File: src/design/base64_packet_deframer_unit_assert.svh
// Assertion macros for the base64 packet deframer.
// Used by base64_packet_deframer_unit; expects clk and rst in scope.
`ifndef BASE64_PACKET_DEFRAMER_UNIT_ASSERT_SVH
`define BASE64_PACKET_DEFRAMER_UNIT_ASSERT_SVH

// same-cycle implication
`define B64PD_ASSERT_IMPL(label, ante, cons) \
  label: assert property (@(posedge clk) disable iff (rst) (ante) |-> (cons)) \
    else $error("base64_packet_deframer_unit: assertion failed");

// next-cycle implication
`define B64PD_ASSERT_NEXT(label, ante, cons) \
  label: assert property (@(posedge clk) disable iff (rst) (ante) |=> (cons)) \
    else $error("base64_packet_deframer_unit: assertion failed");

`endif

File: src/design/b64pd_pkg.sv
// Shared types and constants for the base64 packet deframer.
// No dependencies.
`default_nettype none

package b64pd_pkg;

  typedef enum logic [2:0] {
    ST_IDLE,
    ST_G0,
    ST_G1,
    ST_G2,
    ST_G3,
    ST_CSUM,
    ST_DROP
  } parse_state_t;

  typedef enum logic [1:0] {
    OP_BYTES,
    OP_HEART,
    OP_END,
    OP_RESEED
  } op_t;

  localparam logic [2:0] KIND_DATA     = 3'd0;
  localparam logic [2:0] KIND_ACCEPT   = 3'd1;
  localparam logic [2:0] KIND_MISMATCH = 3'd2;
  localparam logic [2:0] KIND_OVERFLOW = 3'd3;
  localparam logic [2:0] KIND_HEART    = 3'd4;

  localparam logic [23:0] SUM_SEED = 24'hDEBB1E;

  localparam logic [7:0] CH_SPACE = 8'h20;
  localparam logic [7:0] CH_LT    = 8'h3C;
  localparam logic [7:0] CH_GT    = 8'h3E;
  localparam logic [7:0] CH_HASH  = 8'h23;
  localparam logic [7:0] CH_STAR  = 8'h2A;
  localparam logic [7:0] CH_EQ    = 8'h3D;
  localparam logic [7:0] CH_PLUS  = 8'h2B;
  localparam logic [7:0] CH_SLASH = 8'h2F;

  localparam int QDEPTH = 4;

  // one command per transaction that has work for the back end
  typedef struct packed {
    op_t         op;
    logic [23:0] stage;
    logic [1:0]  nfit;
    logic        ovf;
    logic [31:0] rx_sum;
  } cmd_t;

endpackage

`default_nettype wire

File: src/design/b64pd_front.sv
// Front end: accepts characters, runs the frame parser, decodes groups.
// Depends on b64pd_pkg; pushes cmd_t entries into b64pd_queue.
`default_nettype none

module b64pd_front import b64pd_pkg::*; #(
  parameter int MAX_PAYLOAD = 256
) (
  input  wire logic       clk,
  input  wire logic       rst,
  input  wire logic       in_valid,
  output logic            in_stall,
  input  wire logic [7:0] rx_char,
  input  wire logic       q_full,
  output logic            push,
  output cmd_t            cmd
);

  localparam int CW = ($clog2(MAX_PAYLOAD + 1) < 9) ? 9 : $clog2(MAX_PAYLOAD + 1);
  localparam logic [CW-1:0] MAX_C = CW'(MAX_PAYLOAD);

  function automatic logic is_b64(input logic [7:0] ch);
    return ch inside {[8'h41:8'h5A], [8'h61:8'h7A], [8'h30:8'h39], CH_PLUS, CH_SLASH, CH_EQ};
  endfunction

  function automatic logic [5:0] b64_value(input logic [7:0] ch);
    logic [5:0] v;
    v = 6'd0;
    if (ch inside {[8'h41:8'h5A]}) v = 6'(ch - 8'h41);
    else if (ch inside {[8'h61:8'h7A]}) v = 6'(ch - 8'd71);
    else if (ch inside {[8'h30:8'h39]}) v = 6'(ch + 8'd4);
    else if (ch == CH_PLUS) v = 6'd62;
    else if (ch == CH_SLASH) v = 6'd63;
    return v;
  endfunction

  parse_state_t state, state_next;
  logic [CW-1:0] count, count_next;
  logic [31:0]   rx_sum, rx_sum_next;
  logic [7:0]    g0, g1, g2;
  logic          we0, we1, we2;

  logic          accept;
  logic          e0, e1, e2, e3;
  logic          grp_bad, grp_empty;
  logic [1:0]    nbytes, nfit;
  logic [CW-1:0] room;
  logic          ovf;
  logic [23:0]   stage;

  assign in_stall = q_full;
  assign accept   = in_valid && !q_full;

  assign e0 = (g0 == CH_EQ);
  assign e1 = (g1 == CH_EQ);
  assign e2 = (g2 == CH_EQ);
  assign e3 = (rx_char == CH_EQ);
  assign grp_bad   = (e0 && !e1) || (e1 && !e2) || (e2 && !e3) || (!e0 && e1);
  assign grp_empty = e0;
  assign nbytes    = e2 ? 2'd1 : (e3 ? 2'd2 : 2'd3);
  assign stage     = {b64_value(g0), b64_value(g1), b64_value(g2), b64_value(rx_char)};
  assign room      = MAX_C - count;
  assign ovf       = room < CW'(nbytes);
  assign nfit      = ovf ? room[1:0] : nbytes;

  always_comb begin
    state_next  = state;
    count_next  = count;
    rx_sum_next = rx_sum;
    we0 = 1'b0;
    we1 = 1'b0;
    we2 = 1'b0;
    push = 1'b0;
    cmd.op     = OP_RESEED;
    cmd.stage  = stage;
    cmd.nfit   = nfit;
    cmd.ovf    = ovf;
    cmd.rx_sum = rx_sum;
    if (accept) begin
      if (rx_char <= CH_SPACE) begin
        state_next = state;
      end else if (rx_char == CH_STAR) begin
        push   = 1'b1;
        cmd.op = OP_HEART;
      end else if (rx_char == CH_LT) begin
        count_next = '0;
        state_next = ST_G0;
        push       = 1'b1;
        cmd.op     = OP_RESEED;
      end else begin
        case (state)
          ST_G0: begin
            if (is_b64(rx_char)) begin
              we0 = 1'b1;
              state_next = ST_G1;
            end else if (rx_char == CH_HASH) begin
              rx_sum_next = '0;
              state_next  = ST_CSUM;
            end else begin
              state_next = ST_DROP;
            end
          end
          ST_G1: begin
            if (is_b64(rx_char)) begin
              we1 = 1'b1;
              state_next = ST_G2;
            end else begin
              state_next = ST_DROP;
            end
          end
          ST_G2: begin
            if (is_b64(rx_char)) begin
              we2 = 1'b1;
              state_next = ST_G3;
            end else begin
              state_next = ST_DROP;
            end
          end
          ST_G3: begin
            if (!is_b64(rx_char) || grp_bad) begin
              state_next = ST_DROP;
            end else if (grp_empty) begin
              state_next = ST_G0;
            end else begin
              push       = 1'b1;
              cmd.op     = OP_BYTES;
              count_next = count + CW'(nfit);
              state_next = ovf ? ST_DROP : ST_G0;
            end
          end
          ST_CSUM: begin
            if (is_b64(rx_char)) begin
              rx_sum_next = {rx_sum[25:0], b64_value(rx_char)};
            end else if (rx_char == CH_GT) begin
              push       = 1'b1;
              cmd.op     = OP_END;
              count_next = '0;
              state_next = ST_IDLE;
            end else begin
              state_next = ST_DROP;
            end
          end
          ST_DROP: begin
            if (rx_char == CH_GT) begin
              push       = 1'b1;
              cmd.op     = OP_RESEED;
              count_next = '0;
              state_next = ST_IDLE;
            end
          end
          default: begin
            state_next = ST_IDLE;
          end
        endcase
      end
    end
  end

  always_ff @(posedge clk) begin
    if (rst) begin
      state  <= ST_IDLE;
      count  <= '0;
      rx_sum <= '0;
    end else begin
      state  <= state_next;
      count  <= count_next;
      rx_sum <= rx_sum_next;
    end
  end

  always_ff @(posedge clk) begin
    if (we0) g0 <= rx_char;
    if (we1) g1 <= rx_char;
    if (we2) g2 <= rx_char;
  end

endmodule

`default_nettype wire

File: src/design/b64pd_queue.sv
// Short command queue between the parser front end and the result back end.
// Depends on b64pd_pkg (cmd_t, QDEPTH).
`default_nettype none

module b64pd_queue import b64pd_pkg::*; (
  input  wire logic clk,
  input  wire logic rst,
  input  wire logic push,
  input  wire cmd_t wr_cmd,
  input  wire logic pop,
  output cmd_t      head,
  output logic      full,
  output logic      empty
);

  localparam int PW = $clog2(QDEPTH);
  localparam int FW = $clog2(QDEPTH + 1);

  cmd_t            entries [QDEPTH];
  logic [PW-1:0]   wr_ptr, rd_ptr;
  logic [FW-1:0]   fill, fill_next;

  assign head  = entries[rd_ptr];
  assign full  = (fill == FW'(QDEPTH));
  assign empty = (fill == '0);

  always_comb begin
    fill_next = fill;
    if (push && !pop) fill_next = fill + FW'(1);
    else if (pop && !push) fill_next = fill - FW'(1);
  end

  always_ff @(posedge clk) begin
    if (rst) begin
      wr_ptr <= '0;
      rd_ptr <= '0;
      fill   <= '0;
    end else begin
      if (push) wr_ptr <= wr_ptr + PW'(1);
      if (pop) rd_ptr <= rd_ptr + PW'(1);
      fill <= fill_next;
    end
  end

  always_ff @(posedge clk) begin
    if (push) entries[wr_ptr] <= wr_cmd;
  end

endmodule

`default_nettype wire

File: src/design/b64pd_back.sv
// Back end: expands queued commands into result transactions, keeps checksum.
// Depends on b64pd_pkg; reads the head of b64pd_queue.
`default_nettype none

module b64pd_back import b64pd_pkg::*; #(
  parameter int MAX_PAYLOAD = 256
) (
  input  wire logic        clk,
  input  wire logic        rst,
  input  wire cmd_t        head,
  input  wire logic        head_valid,
  output logic             pop,
  output logic             out_valid,
  input  wire logic        out_stall,
  output logic [2:0]       kind,
  output logic [7:0]       data_byte,
  output logic [8:0]       byte_count,
  output logic [23:0]      computed_sum,
  output logic [31:0]      received_sum,
  output logic             last
);

  localparam int CW = ($clog2(MAX_PAYLOAD + 1) < 9) ? 9 : $clog2(MAX_PAYLOAD + 1);

  logic [23:0]   sum, sum_next;
  logic [CW-1:0] count, count_next;
  logic [1:0]    idx, idx_next;

  logic          out_free, emit;
  logic [2:0]    r_kind;
  logic [7:0]    r_byte;
  logic [CW-1:0] r_count;
  logic [23:0]   r_sum;
  logic          r_last;
  logic [7:0]    cur_byte;
  logic [23:0]   sum_upd;
  logic          byte_last;

  assign out_free = !out_valid || !out_stall;

  always_comb begin
    case (idx)
      2'd0:    cur_byte = head.stage[23:16];
      2'd1:    cur_byte = head.stage[15:8];
      default: cur_byte = head.stage[7:0];
    endcase
  end

  assign sum_upd   = {sum[4:0], sum[23:5]} ^ {{16{cur_byte[7]}}, cur_byte};
  assign byte_last = (2'(idx + 2'd1) == head.nfit) && !head.ovf;

  always_comb begin
    pop        = 1'b0;
    emit       = 1'b0;
    sum_next   = sum;
    count_next = count;
    idx_next   = idx;
    r_kind     = KIND_DATA;
    r_byte     = 8'h00;
    r_count    = count;
    r_sum      = sum;
    r_last     = 1'b1;
    if (head_valid) begin
      case (head.op)
        OP_RESEED: begin
          pop        = 1'b1;
          sum_next   = SUM_SEED;
          count_next = '0;
        end
        OP_HEART: begin
          if (out_free) begin
            emit   = 1'b1;
            pop    = 1'b1;
            r_kind = KIND_HEART;
          end
        end
        OP_END: begin
          if (out_free) begin
            emit       = 1'b1;
            pop        = 1'b1;
            r_kind     = ({8'h00, sum} == head.rx_sum) ? KIND_ACCEPT : KIND_MISMATCH;
            sum_next   = SUM_SEED;
            count_next = '0;
          end
        end
        OP_BYTES: begin
          if (out_free) begin
            emit = 1'b1;
            if (idx < head.nfit) begin
              r_kind     = KIND_DATA;
              r_byte     = cur_byte;
              r_count    = count + CW'(1);
              r_sum      = sum_upd;
              r_last     = byte_last;
              count_next = count + CW'(1);
              sum_next   = sum_upd;
              if (byte_last) begin
                pop      = 1'b1;
                idx_next = 2'd0;
              end else begin
                idx_next = 2'(idx + 2'd1);
              end
            end else begin
              r_kind   = KIND_OVERFLOW;
              pop      = 1'b1;
              idx_next = 2'd0;
            end
          end
        end
        default: begin
          pop = 1'b1;
        end
      endcase
    end
  end

  always_ff @(posedge clk) begin
    if (rst) begin
      sum       <= SUM_SEED;
      count     <= '0;
      idx       <= 2'd0;
      out_valid <= 1'b0;
    end else begin
      sum   <= sum_next;
      count <= count_next;
      idx   <= idx_next;
      if (out_free) out_valid <= emit;
    end
  end

  always_ff @(posedge clk) begin
    if (out_free && emit) begin
      kind         <= r_kind;
      data_byte    <= r_byte;
      byte_count   <= r_count[8:0];
      computed_sum <= r_sum;
      received_sum <= head.rx_sum;
      last         <= r_last;
    end
  end

endmodule

`default_nettype wire

File: src/design/base64_packet_deframer_unit.sv
// Base64 framed packet receiver: one character per cycle, results one per cycle, each
// while not stalled. With an empty queue an accepted character's command is queued and
// its first result then is registered at the output. Throughput: one character
// per cycle when the queue has room; a group of four gives up to three results,
// drained one per unstalled cycle by the back end behind a four-entry command queue.
// Reset (synchronous): parser idle, counts cleared, checksum seeded, queue empty.
`default_nettype none
`include "base64_packet_deframer_unit_assert.svh"

module base64_packet_deframer_unit import b64pd_pkg::*; #(
  parameter int MAX_PAYLOAD = 256
) (
  input  wire logic        clk,
  input  wire logic        rst,
  input  wire logic        in_valid,
  output logic             in_stall,
  input  wire logic [7:0]  rx_char,
  output logic             out_valid,
  input  wire logic        out_stall,
  output logic [2:0]       kind,
  output logic [7:0]       data_byte,
  output logic [8:0]       byte_count,
  output logic [23:0]      computed_sum,
  output logic [31:0]      received_sum,
  output logic             last
);

  localparam logic [8:0] MAX_CNT9 = 9'(MAX_PAYLOAD);

  logic q_push, q_pop, q_full, q_empty;
  cmd_t wr_cmd, head;

  b64pd_front #(.MAX_PAYLOAD(MAX_PAYLOAD)) u_front (
    .clk      (clk),
    .rst      (rst),
    .in_valid (in_valid),
    .in_stall (in_stall),
    .rx_char  (rx_char),
    .q_full   (q_full),
    .push     (q_push),
    .cmd      (wr_cmd)
  );

  b64pd_queue u_queue (
    .clk    (clk),
    .rst    (rst),
    .push   (q_push),
    .wr_cmd (wr_cmd),
    .pop    (q_pop),
    .head   (head),
    .full   (q_full),
    .empty  (q_empty)
  );

  b64pd_back #(.MAX_PAYLOAD(MAX_PAYLOAD)) u_back (
    .clk          (clk),
    .rst          (rst),
    .head         (head),
    .head_valid   (!q_empty),
    .pop          (q_pop),
    .out_valid    (out_valid),
    .out_stall    (out_stall),
    .kind         (kind),
    .data_byte    (data_byte),
    .byte_count   (byte_count),
    .computed_sum (computed_sum),
    .received_sum (received_sum),
    .last         (last)
  );

  `B64PD_ASSERT_IMPL(a_push_room, q_push, !q_full)
  `B64PD_ASSERT_IMPL(a_pop_has_head, q_pop, !q_empty)
  `B64PD_ASSERT_IMPL(a_ovf_at_limit, out_valid && kind == KIND_OVERFLOW, byte_count == MAX_CNT9)
  `B64PD_ASSERT_IMPL(a_nondata_zero, out_valid && kind != KIND_DATA, data_byte == 8'h00)

endmodule

`default_nettype wire
File: config.mk
export PLATFORM = sky130hd
export DESIGN_NAME = base64_packet_deframer_unit
export DESIGN_NICKNAME = d
export VERILOG_FILES = /design/src/design/b64pd_pkg.sv /design/src/design/b64pd_front.sv /design/src/design/b64pd_queue.sv /design/src/design/b64pd_back.sv /design/src/design/base64_packet_deframer_unit.sv
export VERILOG_INCLUDE_DIRS = /design/src /design/src/design
export SDC_FILE = /design/constraint.sdc
export NUM_CORES = 1
export LEC_CHECK = 0
export BUFFER_PORTS_ARGS = -buffer_cell sky130_fd_sc_hd__buf_4
export CAP_MARGIN = 5
export CELL_PAD_IN_SITES_DETAIL_PLACEMENT = 1
export CELL_PAD_IN_SITES_GLOBAL_PLACEMENT = 2
export CORE_ASPECT_RATIO = 0.75
export CORE_MARGIN = 2
export CORE_UTILIZATION = 40
export CTS_CLUSTER_SIZE = 24
export DETAILED_ROUTE_END_ITERATION = 7
export PLACE_DENSITY = 0.79
export SYNTH_ARGS = -nofsm -noshare
export SYNTH_HDL_FRONTEND = slang
export SYNTH_SLANG_ARGS = --single-unit
File: constraint.sdc
create_clock -name clk -period 8.03 [get_ports clk]
set_input_delay 0.803 -clock clk [delete_from_list [all_inputs] [get_ports clk]]
set_output_delay 0.803 -clock clk [all_outputs]
set_load 0.02 [all_outputs]
==> key figures, run 1 <==
Yosys
  • Synth Register Bits: approximately 430
  • Yosys cell types: between 90 and 100
  • Syn Std Cell Area: around 19000 um2
  • Synth Net Count: between 1000 and 1500
  • Synth Flop Type: edfxtp_1
  • Sequential area share after synthesis: 0.628
  • Synth Warn #: 0
  • Post-synth ARST share: 0
  • EDFF count, synth: roughly 350
  • Syn Area/Cell: between 10 and 15 um2
  • Mapped Cells: 1407

Detailed routing
  • Vias: ~12000
  • Vias per cell: approximately 5.6
  • Final ANT Viol Nets: 0
  • DR iter-0 viols: between 900 and 1000
  • Drt drc: 0
  • Drt first pass iters: 5
  • WL final: roughly 50000 um
  • Drt wl/cell: between 20 and 25 um

Floorplan
  • Die X: between 200 and 300 um
  • Die Area: ~50000 um2
  • Placement Rows: 69
  • Initial Utilization: 0.406
  • Core area: 47600 um2
  • I/O pin count: 91
  • Die extent in y: around 190 um

Placed design
  • Gpl congestion: between 0.8 and 0.9
  • Port bufs: 90
  • Post-place instance area: 20600 um2
  • Hpwl dp: around 34000 um

Setup path
  • Worst Setup Start Kind: register
  • Reg2Reg Capture Point: u_front.count[8]
  • R2R setup slack: between 3 and 4 ns
  • Crit Path Class: register to register
  • Req. time, crit path: roughly 8.5 ns
  • Crit-path max FO: 8
  • Worst Setup End Kind: register
  • Path depth of the worst reg2reg path: 17
  • CP arrival: a little under 5 ns
  • RR Startpoint: u_front.g2[1]

Cells and area
  • Fillers: approximately 4800
  • Register area: around 12000 um2
  • P&R area growth vs syn: 14.3%
  • Most frequent cells in the layout: 345 x edfxtp_1, 138 x nand2_1, 104 x buf_4
  • Footprint of the multi-input gates: 6690 um2
  • Layout cell share with drive strength beyond 1: 0.178
  • Nets: approximately 1600
  • Commonest non-fill, non-tap cell in the layout: edfxtp_1
  • Final Instance Area: approximately 22000 um2

Global routing
  • Vias in the first global route: 12300
  • Largest net degree at the start of global routing: just under 70
  • Global-route wire length before repair: a little under 80000 um
  • Antenna violations before repair: 0
  • Tot GR Track Use: 0.200
  • GR Overflow Total: 0

Timing
  • Least-Margin Pin Slew: 1.02 ns
  • Hold WS: slightly below 0.5 ns
  • RSZ-0062 raised after global routing: false
  • Fmax: approximately 230 MHz
  • Final slew viol count: 0
  • Slew margin rel.: 0.321
  • Final setup TNS: 0 ns
  • Tcrit/Tclk final: 0.546
  • Final-report hold violation count: 0
  • Clock skew: around 0.028 ns
  • Final Setup Violations: 0
  • Final worst path period need: 4.38 ns

Clock network
  • Setup repair bufs after CTS: 0
  • H-tree levels: 2
  • Hold Buf Count CTS: 0
  • Root Driver: clkbuf_16
  • CTS tree: done
  • Clock Path Buffers: 3
  • Num CTS Buffers: 44
  • Post-CTS Resized: 0
  • Clock Latency Late Sink: 0.56 ns
  • CTS sink count: roughly 430
  • Clock Pin Slew Worst Setup and Hold Paths: 0.07 ns

Power and ir drop
  • Tot Pwr: ~6400 uW
  • Leak pwr: about 0.0076 uW
  • PD cells: about 290 nW/um2
  • Peak supply drop: around 0.15 mV

Min path
  • Worst Hold Class: register to register
  • Worst Hold End: u_back.count[1]
  • Worst hold start: u_back.count[1]
  • Worst hold path depth: 2

Run status
  • Status: complete, no violations

Run
  • Max_cap viols: 0
## report_power, final
part / leakage (uW) / switching [uW] / total [uW] / internal (uW)
Sequential: 0.00395 / 173 / 2890 / 2720
Combinational: 0.00295 / 859 / 1410 / 546
Clock: 0.000715 / 849 / 2060 / 1210
Total: 0.00762 / 1880 / 6360 / 4480
## per-stage QoR
stage / std cells / utilization / setup slack [ns]
after floorplan: 1407 / - / 0.448
after global placement: 2086 / 0.433 / 3.55
after detailed placement: 2086 / 0.433 / 3.48
after CTS: 2168 / 0.464 / 3.69
after global routing: 2168 / 0.464 / 3.28
final: 2169 / 0.464 / 3.65
## kinds of logic (layout without fill, tap and decap cells)
family / after synthesis / in the layout / synth area share
AO/OA/AOI/OAI: 311 / 311 / 0.107
XOR/XNOR: 71 / 71 / 0.0322
adder cells (fa/ha/maj): 52 / 52 / 0.0344
buffers and inverters: 113 / 235 / 0.0260
flip-flops: 434 / 434 / 0.628
multiplexers: 80 / 80 / 0.0817
other: 0 / 1 / 0
AND/OR/NAND/NOR: 346 / 346 / 0.0904
## how the worst max path moves through the flow
stage                       start                endpoint  slack (ns)  cells past startpoint
finish              u_front.g2[1]        u_front.count[8]        3.65                     17
CTS                 u_front.g2[1]        u_front.count[8]        3.69                     17
global placement       rx_char[2]  u_queue.entries[1][29]        3.55                     10
global route        u_front.g2[1]        u_front.count[8]        3.28                     17
floorplan                register    u_back.byte_count[0]        0.45                      6
detailed placement     rx_char[2]        u_front.count[8]        3.48                     16
## per-layer routing
metal,global-route usage,wire [um]
met3,0.0316,2300
met2,0.306,22300
met5,0,0
met1,0.298,23900
met4,0.0469,957
## critical path: stages (launching register included)
cell and delay (ns):
edfxtp_1 0.52, inv_1 0.15, ha_1 0.31, and3_1 0.39
ha_1 0.29, o21ai_0 0.11, nand2_1 0.15, inv_1 0.21
nor3_1 0.08, a21oi_1 0.40, ha_1 0.28, inv_1 0.07
fa_1 0.46, nor2_1 0.19, and3_1 0.22, and3_1 0.18
a41oi_1 0.12, a31oi_1 0.16
## flip-flops by register name (all words and copies together) (netlist names), 3 cells and up, named ones only
name                 flops
u_front.g2               8
u_queue.entries        244
u_queue.fill             3
u_back.sum              24
u_back.byte_count        9
u_back.count             9
u_front.count            9
u_back.data_byte         8
u_back.kind              3
u_front.g1               8
u_front.rx_sum          32
u_back.received_sum     32
u_front.g0               8
u_back.computed_sum     24
u_front.state            3
## cell type report
type / instances / share of cell area
antenna: 1 / 0.000113
clock buffer: 63 / 0.0582
clock inverter: 19 / 0.00861
inverter: 49 / 0.00833
multi-input combinational: 860 / 0.303
sequential: 434 / 0.550
tap: 639 / 0.0362
timing repair buffer: 104 / 0.0354
## Yosys cell counts (9+ instances only)
cell      instances  share of area
mux2i_1          10         0.0052
edfxtp_1        345           0.54
clkbuf_1         39         0.0076
a211oi_1          9         0.0035
a22oi_1          11         0.0043
o21ai_0          51          0.013
nor4_1           10         0.0032
mux4_2           61          0.071
inv_1            49         0.0095
and3_1            9         0.0029
ha_1             50          0.032
nand3_1          20         0.0052
o211ai_1         22         0.0085
xnor2_1          55          0.025
a41oi_1           9         0.0041
nand2_1         138          0.027
nor2_1           55          0.011
nand2b_1         15         0.0049
nand4_1          16         0.0052
a21oi_1          83          0.021
and2_1           12         0.0039
nor3_1           18         0.0047
nand3b_1          9         0.0035
nor2b_1          12         0.0039
a31oi_1          16         0.0052
o21ai_1          32         0.0083
buf_2            12         0.0031
xor2_1           16         0.0073
dfxtp_1          89          0.092
No activity file was read; power rests on OpenSTA's default activity.
==> inputs of run 2 (changes only) <==
==> constraint.sdc (replaced) <==
create_clock -name clk -period 3.95 [get_ports clk]
set_input_delay 0.395 -clock clk [delete_from_list [all_inputs] [get_ports clk]]
set_output_delay 0.395 -clock clk [all_outputs]
set_load 0.02 [all_outputs]
==> run 2 against run 1 <==
Sequential share of layout area fell by 1.0 points. First-iteration DRC count decreased by 12%. Largest power group unchanged. Via count increased by 1.7%. Non-clock buffer count is 34 higher. Cell count is 1.7% higher. Setup slack got worse by 3.3 ns. Clock skew is 0.014 ns lower. Count of clock-buffer cells in the layout decreased by 3. Clock power grew 120%. Hold slack got worse by 0.38 ns. Highest routed layer unchanged. Sequential cell count is the same.
==> key figures, run 2 (synthesized netlist as in run 1, its figures left out) <==
Cells and area
  • Most frequent cells in the layout: 345 x edfxtp_1, 138 x nand2_1, 131 x buf_4 (was 345 x edfxtp_1, 138 x nand2_1, 104 x buf_4)
  • Fillers: 4770 (was 4764)
  • Commonest non-fill, non-tap cell in the layout: edfxtp_1 (unchanged)
  • Nets: 1593 (was 1557)
  • Layout cell share with drive strength beyond 1: 0.201 (was 0.178)
  • P&R area growth vs syn: 16.5% (was 14.3%)
  • Biggest register: u_queue.entries (unchanged)
  • Largest registers: u_queue.entries (244), u_back.received_sum (32), u_front.rx_sum (32) (unchanged)
  • Largest register FFs: 244 (unchanged)
  • Final std cells w/o fill: 2205 (was 2169)
  • Final Instance Area: 22500 um2 (was 22100 um2)
  • Antenna Cells: 0 (was 1)

Placed design
  • Hpwl dp: 34000 um (was 33500 um)
  • Port bufs: 90 (unchanged)
  • Post-place instance area: 21000 um2 (was 20600 um2)
  • Gpl congestion: 0.853 (was 0.857)
  • Placed insts: 2120 (was 2086)

Setup path
  • CP arrival: 4.10 ns (was 4.85 ns)
  • Crit Path Class: register to register (unchanged)
  • Reg2Reg Capture Point: u_front.count[8] (unchanged)
  • RR Startpoint: u_front.g2[5] (was u_front.g2[1])
  • Crit-path max cell delay: 0.46 ns (was 0.52 ns)
  • Worst Setup Start Kind: register (unchanged)
  • Path depth of the worst reg2reg path: 16 (was 17)
  • Slowest CP cell: edfxtp_1 (unchanged)
  • Critical-path cell list: and4bb_2, and3_1, ha_1, nor3_1, nand2_1, inv_1, nor3_1, a21oi_1, ha_1, inv_1, fa_1, nor2_1, and3_1, and3_1, a41oi_1, a31oi_1 (was inv_1, ha_1, and3_1, ha_1, o21ai_0, nand2_1, inv_1, nor3_1, a21oi_1, ha_1, inv_1, fa_1, nor2_1, and3_1, and3_1, a41oi_1, a31oi_1)
  • Req. time, crit path: 4.43 ns (was 8.50 ns)
  • Crit-path max FO: 7 (was 8)
  • R2R setup slack: 0.33 ns (was 3.65 ns)
  • Worst Setup End Kind: register (unchanged)
  • Cell mode on critical path: and3_1

Floorplan
  • Placement Rows: 69 (unchanged)
  • Die Area: 50100 um2 (unchanged)
  • Initial Utilization: 0.406 (unchanged)
  • Die X: 258 um (unchanged)
  • Die extent in y: 194 um (unchanged)
  • Core area: 47600 um2 (unchanged)
  • I/O pin count: 91 (unchanged)

Detailed routing
  • Drt first pass iters: 5 (unchanged)
  • Final ANT Viol Nets: 0 (unchanged)
  • WL final: 49800 um (was 49500 um)
  • Drt drc: 0 (unchanged)
  • Vias: 12300 (was 12100)
  • Drt wl/cell: 22.6 um (was 22.8 um)
  • Vias per cell: 5.58 (was 5.57)
  • DR iter-0 viols: 850 (was 964)

Clock network
  • Hold Buf Count CTS: 0 (unchanged)
  • CTS sink count: 434 (unchanged)
  • Clock Path Buffers: 3 (unchanged)
  • CTS tree: done (unchanged)
  • Clock Pin Slew Worst Setup and Hold Paths: 0.06 ns (was 0.07 ns)
  • H-tree levels: 2 (unchanged)
  • Root Driver: clkbuf_16 (unchanged)
  • Num CTS Buffers: 46 (was 44)
  • Clock Latency Late Sink: 0.56 ns (about the same)
  • Post-CTS Resized: 0 (unchanged)
  • Setup repair bufs after CTS: 0 (unchanged)

Timing
  • Final Setup Violations: 0 (unchanged)
  • Final-report hold violation count: 0 (unchanged)
  • Fmax: 276 MHz (was 228 MHz)
  • Tcrit/Tclk final: 0.916 (was 0.546)
  • Hold WS: 0.115 ns (was 0.493 ns)
  • Final slew viol count: 0 (unchanged)
  • Clock skew: 0.0142 ns (was 0.0279 ns)
  • Least-Margin Pin Slew: 0.846 ns (was 1.02 ns)
  • Slew margin rel.: 0.431 (was 0.321)
  • RSZ-0062 raised after global routing: false (unchanged)
  • Final worst path period need: 3.62 ns (was 4.38 ns)
  • Final setup TNS: 0 ns (unchanged)

Global routing
  • Vias in the first global route: 12400 (was 12300)
  • Tot GR Track Use: 0.199 (was 0.200)
  • Global-route wire length before repair: 77600 um (was 77000 um)
  • Antenna violations before repair: 0 (unchanged)
  • GR Overflow Total: 0 (unchanged)
  • Largest net degree at the start of global routing: 67 (was 68)

Min path
  • Worst Hold Class: input port to register (was register to register)
  • Worst Hold End: u_front.g1[6] (was u_back.count[1])
  • Worst hold start: rx_char[6] (was u_back.count[1])
  • Worst hold path depth: 1 (was 2)

Run
  • Max_cap viols: 0 (unchanged)

Power and ir drop
  • PD cells: 587 nW/um2 (was 288 nW/um2)
  • Peak supply drop: 0.272 mV (was 0.151 mV)
  • Leak pwr: 0.00787 uW (was 0.00762 uW)

Run status
  • Status: complete, no violations (unchanged)
[run 2: cell count changes in the layout (fill, tap and decap cells not counted), sizes merged]
| cell | before | now |
|---|---|---|
| buf | 104 | 138 |
| bufinv | 3 | 4 |
| clkbuf | 63 | 60 |
| clkinv | 12 | 15 |
| clkinvlp | 3 | 1 |
| diode | 1 | 0 |
| inv | 50 | 54 |
[run 2: per-stage QoR]
stage               power [uW]  setup slack, ns   util
CTS                      13300            0.323  0.473
global placement          8830            0.304  0.440
floorplan                 7650           0.0347      -
detailed placement        8900            0.255  0.440
finish                   13200            0.333  0.473
global route             13700          0.00562  0.473
[run 2: how the worst max path moves through the flow]
stage | depth (start not counted) | start | end
final | 16 | u_front.g2[5] | u_front.count[8]
after detailed placement | 15 | rx_char[7] | u_front.count[8]
after global placement | 15 | rx_char[7] | u_front.count[8]
after CTS | 16 | u_front.g2[5] | u_front.count[8]
after floorplan | 6 | register | u_back.byte_count[0]
after global routing | 16 | u_front.g2[5] | u_front.count[8]
[run 2: critical path: cells and delay by family, from the launching register on]
kind            cells  cell delay (ns)
compound gates      3             0.47
fa+ha+maj           3             0.83
buf+inv             2             0.26
flops               1             0.46
simple gates        8             1.52
[run 2: layer usage]
| metal | wire length [um] | GRT usage |
|---|---|---|
| met5 | 0 | 0 |
| met4 | 994 | 0.0424 |
| met3 | 2540 | 0.0321 |
| met2 | 22000 | 0.305 |
| met1 | 24200 | 0.300 |
[run 2: where the power goes]
part | internal (uW) | switching (uW) | leakage [uW]
combinational | 1150 | 1790 | 0.00314
sequential | 5520 | 309 | 0.00395
clock | 2610 | 1830 | 0.000773
[run 2: final cells by class]
type / count / area [um2] / share of cell area
flip-flops and latches: 434 / 12100 / 0.540
multi-input cells: 860 / 6700 / 0.298
clock buffers: 60 / 1310 / 0.0580
repair buffers: 138 / 1120 / 0.0499
well taps: 639 / 800 / 0.0355
clock inverters: 25 / 251 / 0.0112
inverters: 49 / 184 / 0.00817
==> inputs of run 3 (changes only) <==
--- a/config.mk
+++ b/config.mk
@@ -8,14 +8,14 @@
 export LEC_CHECK = 0
 export BUFFER_PORTS_ARGS = -buffer_cell sky130_fd_sc_hd__buf_4
 export CAP_MARGIN = 5
-export CELL_PAD_IN_SITES_DETAIL_PLACEMENT = 1
-export CELL_PAD_IN_SITES_GLOBAL_PLACEMENT = 2
+export CELL_PAD_IN_SITES_DETAIL_PLACEMENT = 0
+export CELL_PAD_IN_SITES_GLOBAL_PLACEMENT = 1
 export CORE_ASPECT_RATIO = 0.75
 export CORE_MARGIN = 2
-export CORE_UTILIZATION = 40
+export CORE_UTILIZATION = 45
 export CTS_CLUSTER_SIZE = 24
 export DETAILED_ROUTE_END_ITERATION = 7
-export PLACE_DENSITY = 0.79
+export PLACE_DENSITY = 0.77
 export SYNTH_ARGS = -nofsm -noshare
 export SYNTH_HDL_FRONTEND = slang
 export SYNTH_SLANG_ARGS = --single-unit
==> run 3 against run 2 <==
Cell area shrank 0.77%. Die area fell by 11%. Register-to-register slack hardly changed. Routed wire length is 9.8% lower. Sequential share of layout area grew 0.42 points. Clock power down 9.9%. Sequential power about the same. Utilization up 5.6 points. Non-clock buffer count rose by 2. Total power shrank 3.9%. Largest cell class unchanged. Highest routed layer unchanged.
==> key figures, run 3 (synthesized netlist as in run 1, its figures left out) <==
Placed design
  • Port bufs: 90 (unchanged)
  • Hpwl dp: 30600 um (was 34000 um)
  • Gpl congestion: 0.865 (was 0.853)

Timing
  • Final worst path period need: 3.61 ns (was 3.62 ns)
  • Clock skew: 0.0179 ns (was 0.0142 ns)
  • Final Setup Violations: 0 (unchanged)
  • Slew margin rel.: 0.441 (was 0.431)
  • Final setup TNS: 0 ns (unchanged)
  • Final slew viol count: 0 (unchanged)
  • Least-Margin Pin Slew: 0.838 ns (was 0.846 ns)
  • Final-report hold violation count: 0 (unchanged)
  • Hold WS: 0.122 ns (was 0.115 ns)
  • RSZ-0062 raised after global routing: false (unchanged)
  • Tcrit/Tclk final: 0.915 (was 0.916)
  • Fmax: 277 MHz (was 276 MHz)

Floorplan
  • Core area: 42200 um2 (was 47600 um2)
  • I/O pin count: 91 (unchanged)
  • Initial Utilization: 0.458 (was 0.406)
  • Die extent in y: 183 um (was 194 um)
  • Placement Rows: 65 (was 69)
  • Die X: 243 um (was 258 um)
  • Die Area: 44600 um2 (was 50100 um2)

Setup path
  • Worst Setup End Kind: register (unchanged)
  • CP endpoint: u_front.count[8] (unchanged)
  • Path depth of the worst reg2reg path: 16 (unchanged)
  • Crit Path Class: register to register (unchanged)
  • R2R setup slack: 0.34 ns (was 0.33 ns)
  • RR Startpoint: u_front.g2[5] (unchanged)
  • Reg2Reg Capture Point: u_front.count[8] (unchanged)
  • Crit-path max FO: 7 (unchanged)
  • Req. time, crit path: 4.42 ns (was 4.43 ns)
  • Worst Setup Start Kind: register (unchanged)
  • Crit path launch: u_front.g2[5] (unchanged)
  • CP arrival: 4.08 ns (was 4.10 ns)

Cells and area
  • Layout cell share with drive strength beyond 1: 0.194 (was 0.201)
  • Largest register FFs: 244 (unchanged)
  • Commonest non-fill, non-tap cell in the layout: edfxtp_1 (unchanged)
  • Most frequent cells in the layout: 345 x edfxtp_1, 138 x nand2_1, 128 x buf_4 (was 345 x edfxtp_1, 138 x nand2_1, 131 x buf_4)
  • Nets: 1592 (was 1593)
  • Largest registers: u_queue.entries (244), u_back.received_sum (32), u_front.rx_sum (32) (unchanged)
  • Biggest register: u_queue.entries (unchanged)
  • Antenna Cells: 0 (unchanged)
  • P&R area growth vs syn: 15.6% (was 16.5%)

Power and ir drop
  • Int Pwr: 9050 uW (was 9280 uW)
  • Leak pwr: 0.00780 uW (was 0.00787 uW)
  • Peak supply drop: 0.396 mV (was 0.272 mV)
  • P_sw: 3650 uW (was 3930 uW)
  • Flop pwr share: 0.458 (was 0.441)
  • Comb power frac: 0.227 (was 0.223)
  • Switching portion of total power: 0.287 (was 0.297)
  • Clock Power Share: 0.314 (was 0.336)
  • PD cells: 568 nW/um2 (was 587 nW/um2)

Run
  • Max_cap viols: 0 (unchanged)

Clock network
  • CTS sink count: 434 (unchanged)
  • Root Driver: clkbuf_16 (unchanged)
  • H-tree levels: 2 (unchanged)
  • CTS tree: done (unchanged)
  • Clock Pin Slew Worst Setup and Hold Paths: 0.06 ns (about the same)
  • Num CTS Buffers: 43 (was 46)
  • Clock Path Buffers: 3 (unchanged)
  • Clock Latency Late Sink: 0.54 ns (was 0.56 ns)

Global routing
  • GR Overflow Total: 0 (unchanged)
  • Global-route wire length before repair: 69400 um (was 77600 um)
  • Vias in the first global route: 11600 (was 12400)
  • Antenna violations before repair: 0 (unchanged)
  • Tot GR Track Use: 0.202 (was 0.199)
  • Largest net degree at the start of global routing: 71 (was 67)

Detailed routing
  • Drt wl/cell: 21.1 um (was 22.6 um)
  • Vias per cell: 5.71 (was 5.58)
  • Drt first pass iters: 5 (unchanged)
  • Vias: 12200 (was 12300)
  • Drt drc: 0 (unchanged)
  • DR iter-0 viols: 1028 (was 850)
  • Final ANT Viol Nets: 0 (unchanged)
  • WL final: 44900 um (was 49800 um)

Min path
  • Worst Hold Class: input port to register (unchanged)

Run status
  • Status: complete, no violations (unchanged)
==> run 3: changes by cell type in the layout (fill, tap and decap cells not counted), moves of 3 or more <==
cell / change
inv_6: -4
clkbuf_1: +6
buf_4: -3
clkbuf_8: -3
clkinv_2: -3
buf_12: +5
==> run 3: critical path: stages (launching register included) <==
cell and delay, ns:
edfxtp_1 0.48, and4bb_2 0.30, and3_1 0.23, ha_1 0.19
nor3_1 0.26, nand2_1 0.15, inv_1 0.18, nor3_1 0.07
a21oi_1 0.18, ha_1 0.21, inv_1 0.06, fa_1 0.45
nor2_1 0.16, and3_1 0.20, and3_1 0.18, a41oi_1 0.11
a31oi_1 0.16
==> run 3: area by class of cell <==
| cell class | instances | area (um2) |
|---|---|---|
| clock buffers | 61 | 1240 |
| clock inverters | 16 | 154 |
| fillers | 3441 | 19900 |
| inverters | 49 | 184 |
| multi-input cells | 860 | 6700 |
| flip-flops and latches | 434 | 12100 |
| well taps | 569 | 712 |
| repair buffers | 140 | 1200 |
==> run 3: layer usage <==
| metal | GRT usage | up-vias | share of wire |
|---|---|---|---|
| met4 | 0.0442 | 0 | 0.016 |
| met1 | 0.301 | 6056 | 0.47 |
| li1 | - | 5651 | - |
| met3 | 0.0412 | 49 | 0.067 |
| met5 | 0 | - | 0 |
| met2 | 0.305 | 397 | 0.45 |
==> run 3: per-stage QoR <==
| step | instances | setup WS [ns] | area, um2 | total power (uW) | util |
|---|---|---|---|---|---|
| floorplan | 1407 | 0.0347 | 19300 | 7650 | - |
| global placement | 2050 | 0.210 | 20900 | 8790 | 0.496 |
| detailed placement | 2050 | 0.193 | 20900 | 8830 | 0.496 |
| CTS | 2127 | 0.280 | 22300 | 12800 | 0.529 |
| global route | 2129 | 0.0325 | 22300 | 13200 | 0.529 |
| finish | 2129 | 0.337 | 22300 | 12700 | 0.529 |
==> run 3: how the worst min path moves through the flow <==
stage               cells past startpoint             start  slack [ns]               end
CTS                                     1        rx_char[4]        0.09     u_front.g1[4]
floorplan                               1  u_front.count[8]        0.44  u_front.count[8]
finish                                  1        rx_char[4]        0.12     u_front.g1[4]
global placement                        1  u_front.count[8]        0.47  u_front.count[8]
detailed placement                      1  u_front.count[8]        0.48  u_front.count[8]
global route                            1        rx_char[4]         0.1     u_front.g1[4]
==> run 3: repair_timing <==
| item | 4_1_cts | 5_1_grt |
|---|---|---|
| setup buffers | 0 | 2 |
| gates resized for setup | 0 | 1 |
| hold buffers | 0 | 0 |
| setup endpoints to repair | 0 | 1 |
==> run 3: power by group through the flow <==
| stage | combinational, uW | clock [uW] | sequential, uW |
|---|---|---|---|
| after floorplan | 1300 | 0 | 6350 |
| after global placement | 2880 | 0 | 5900 |
| after detailed placement | 2910 | 0 | 5920 |
| after CTS | 2920 | 4080 | 5830 |
| after global routing | 3110 | 4260 | 5870 |
| final | 2890 | 3990 | 5820 |
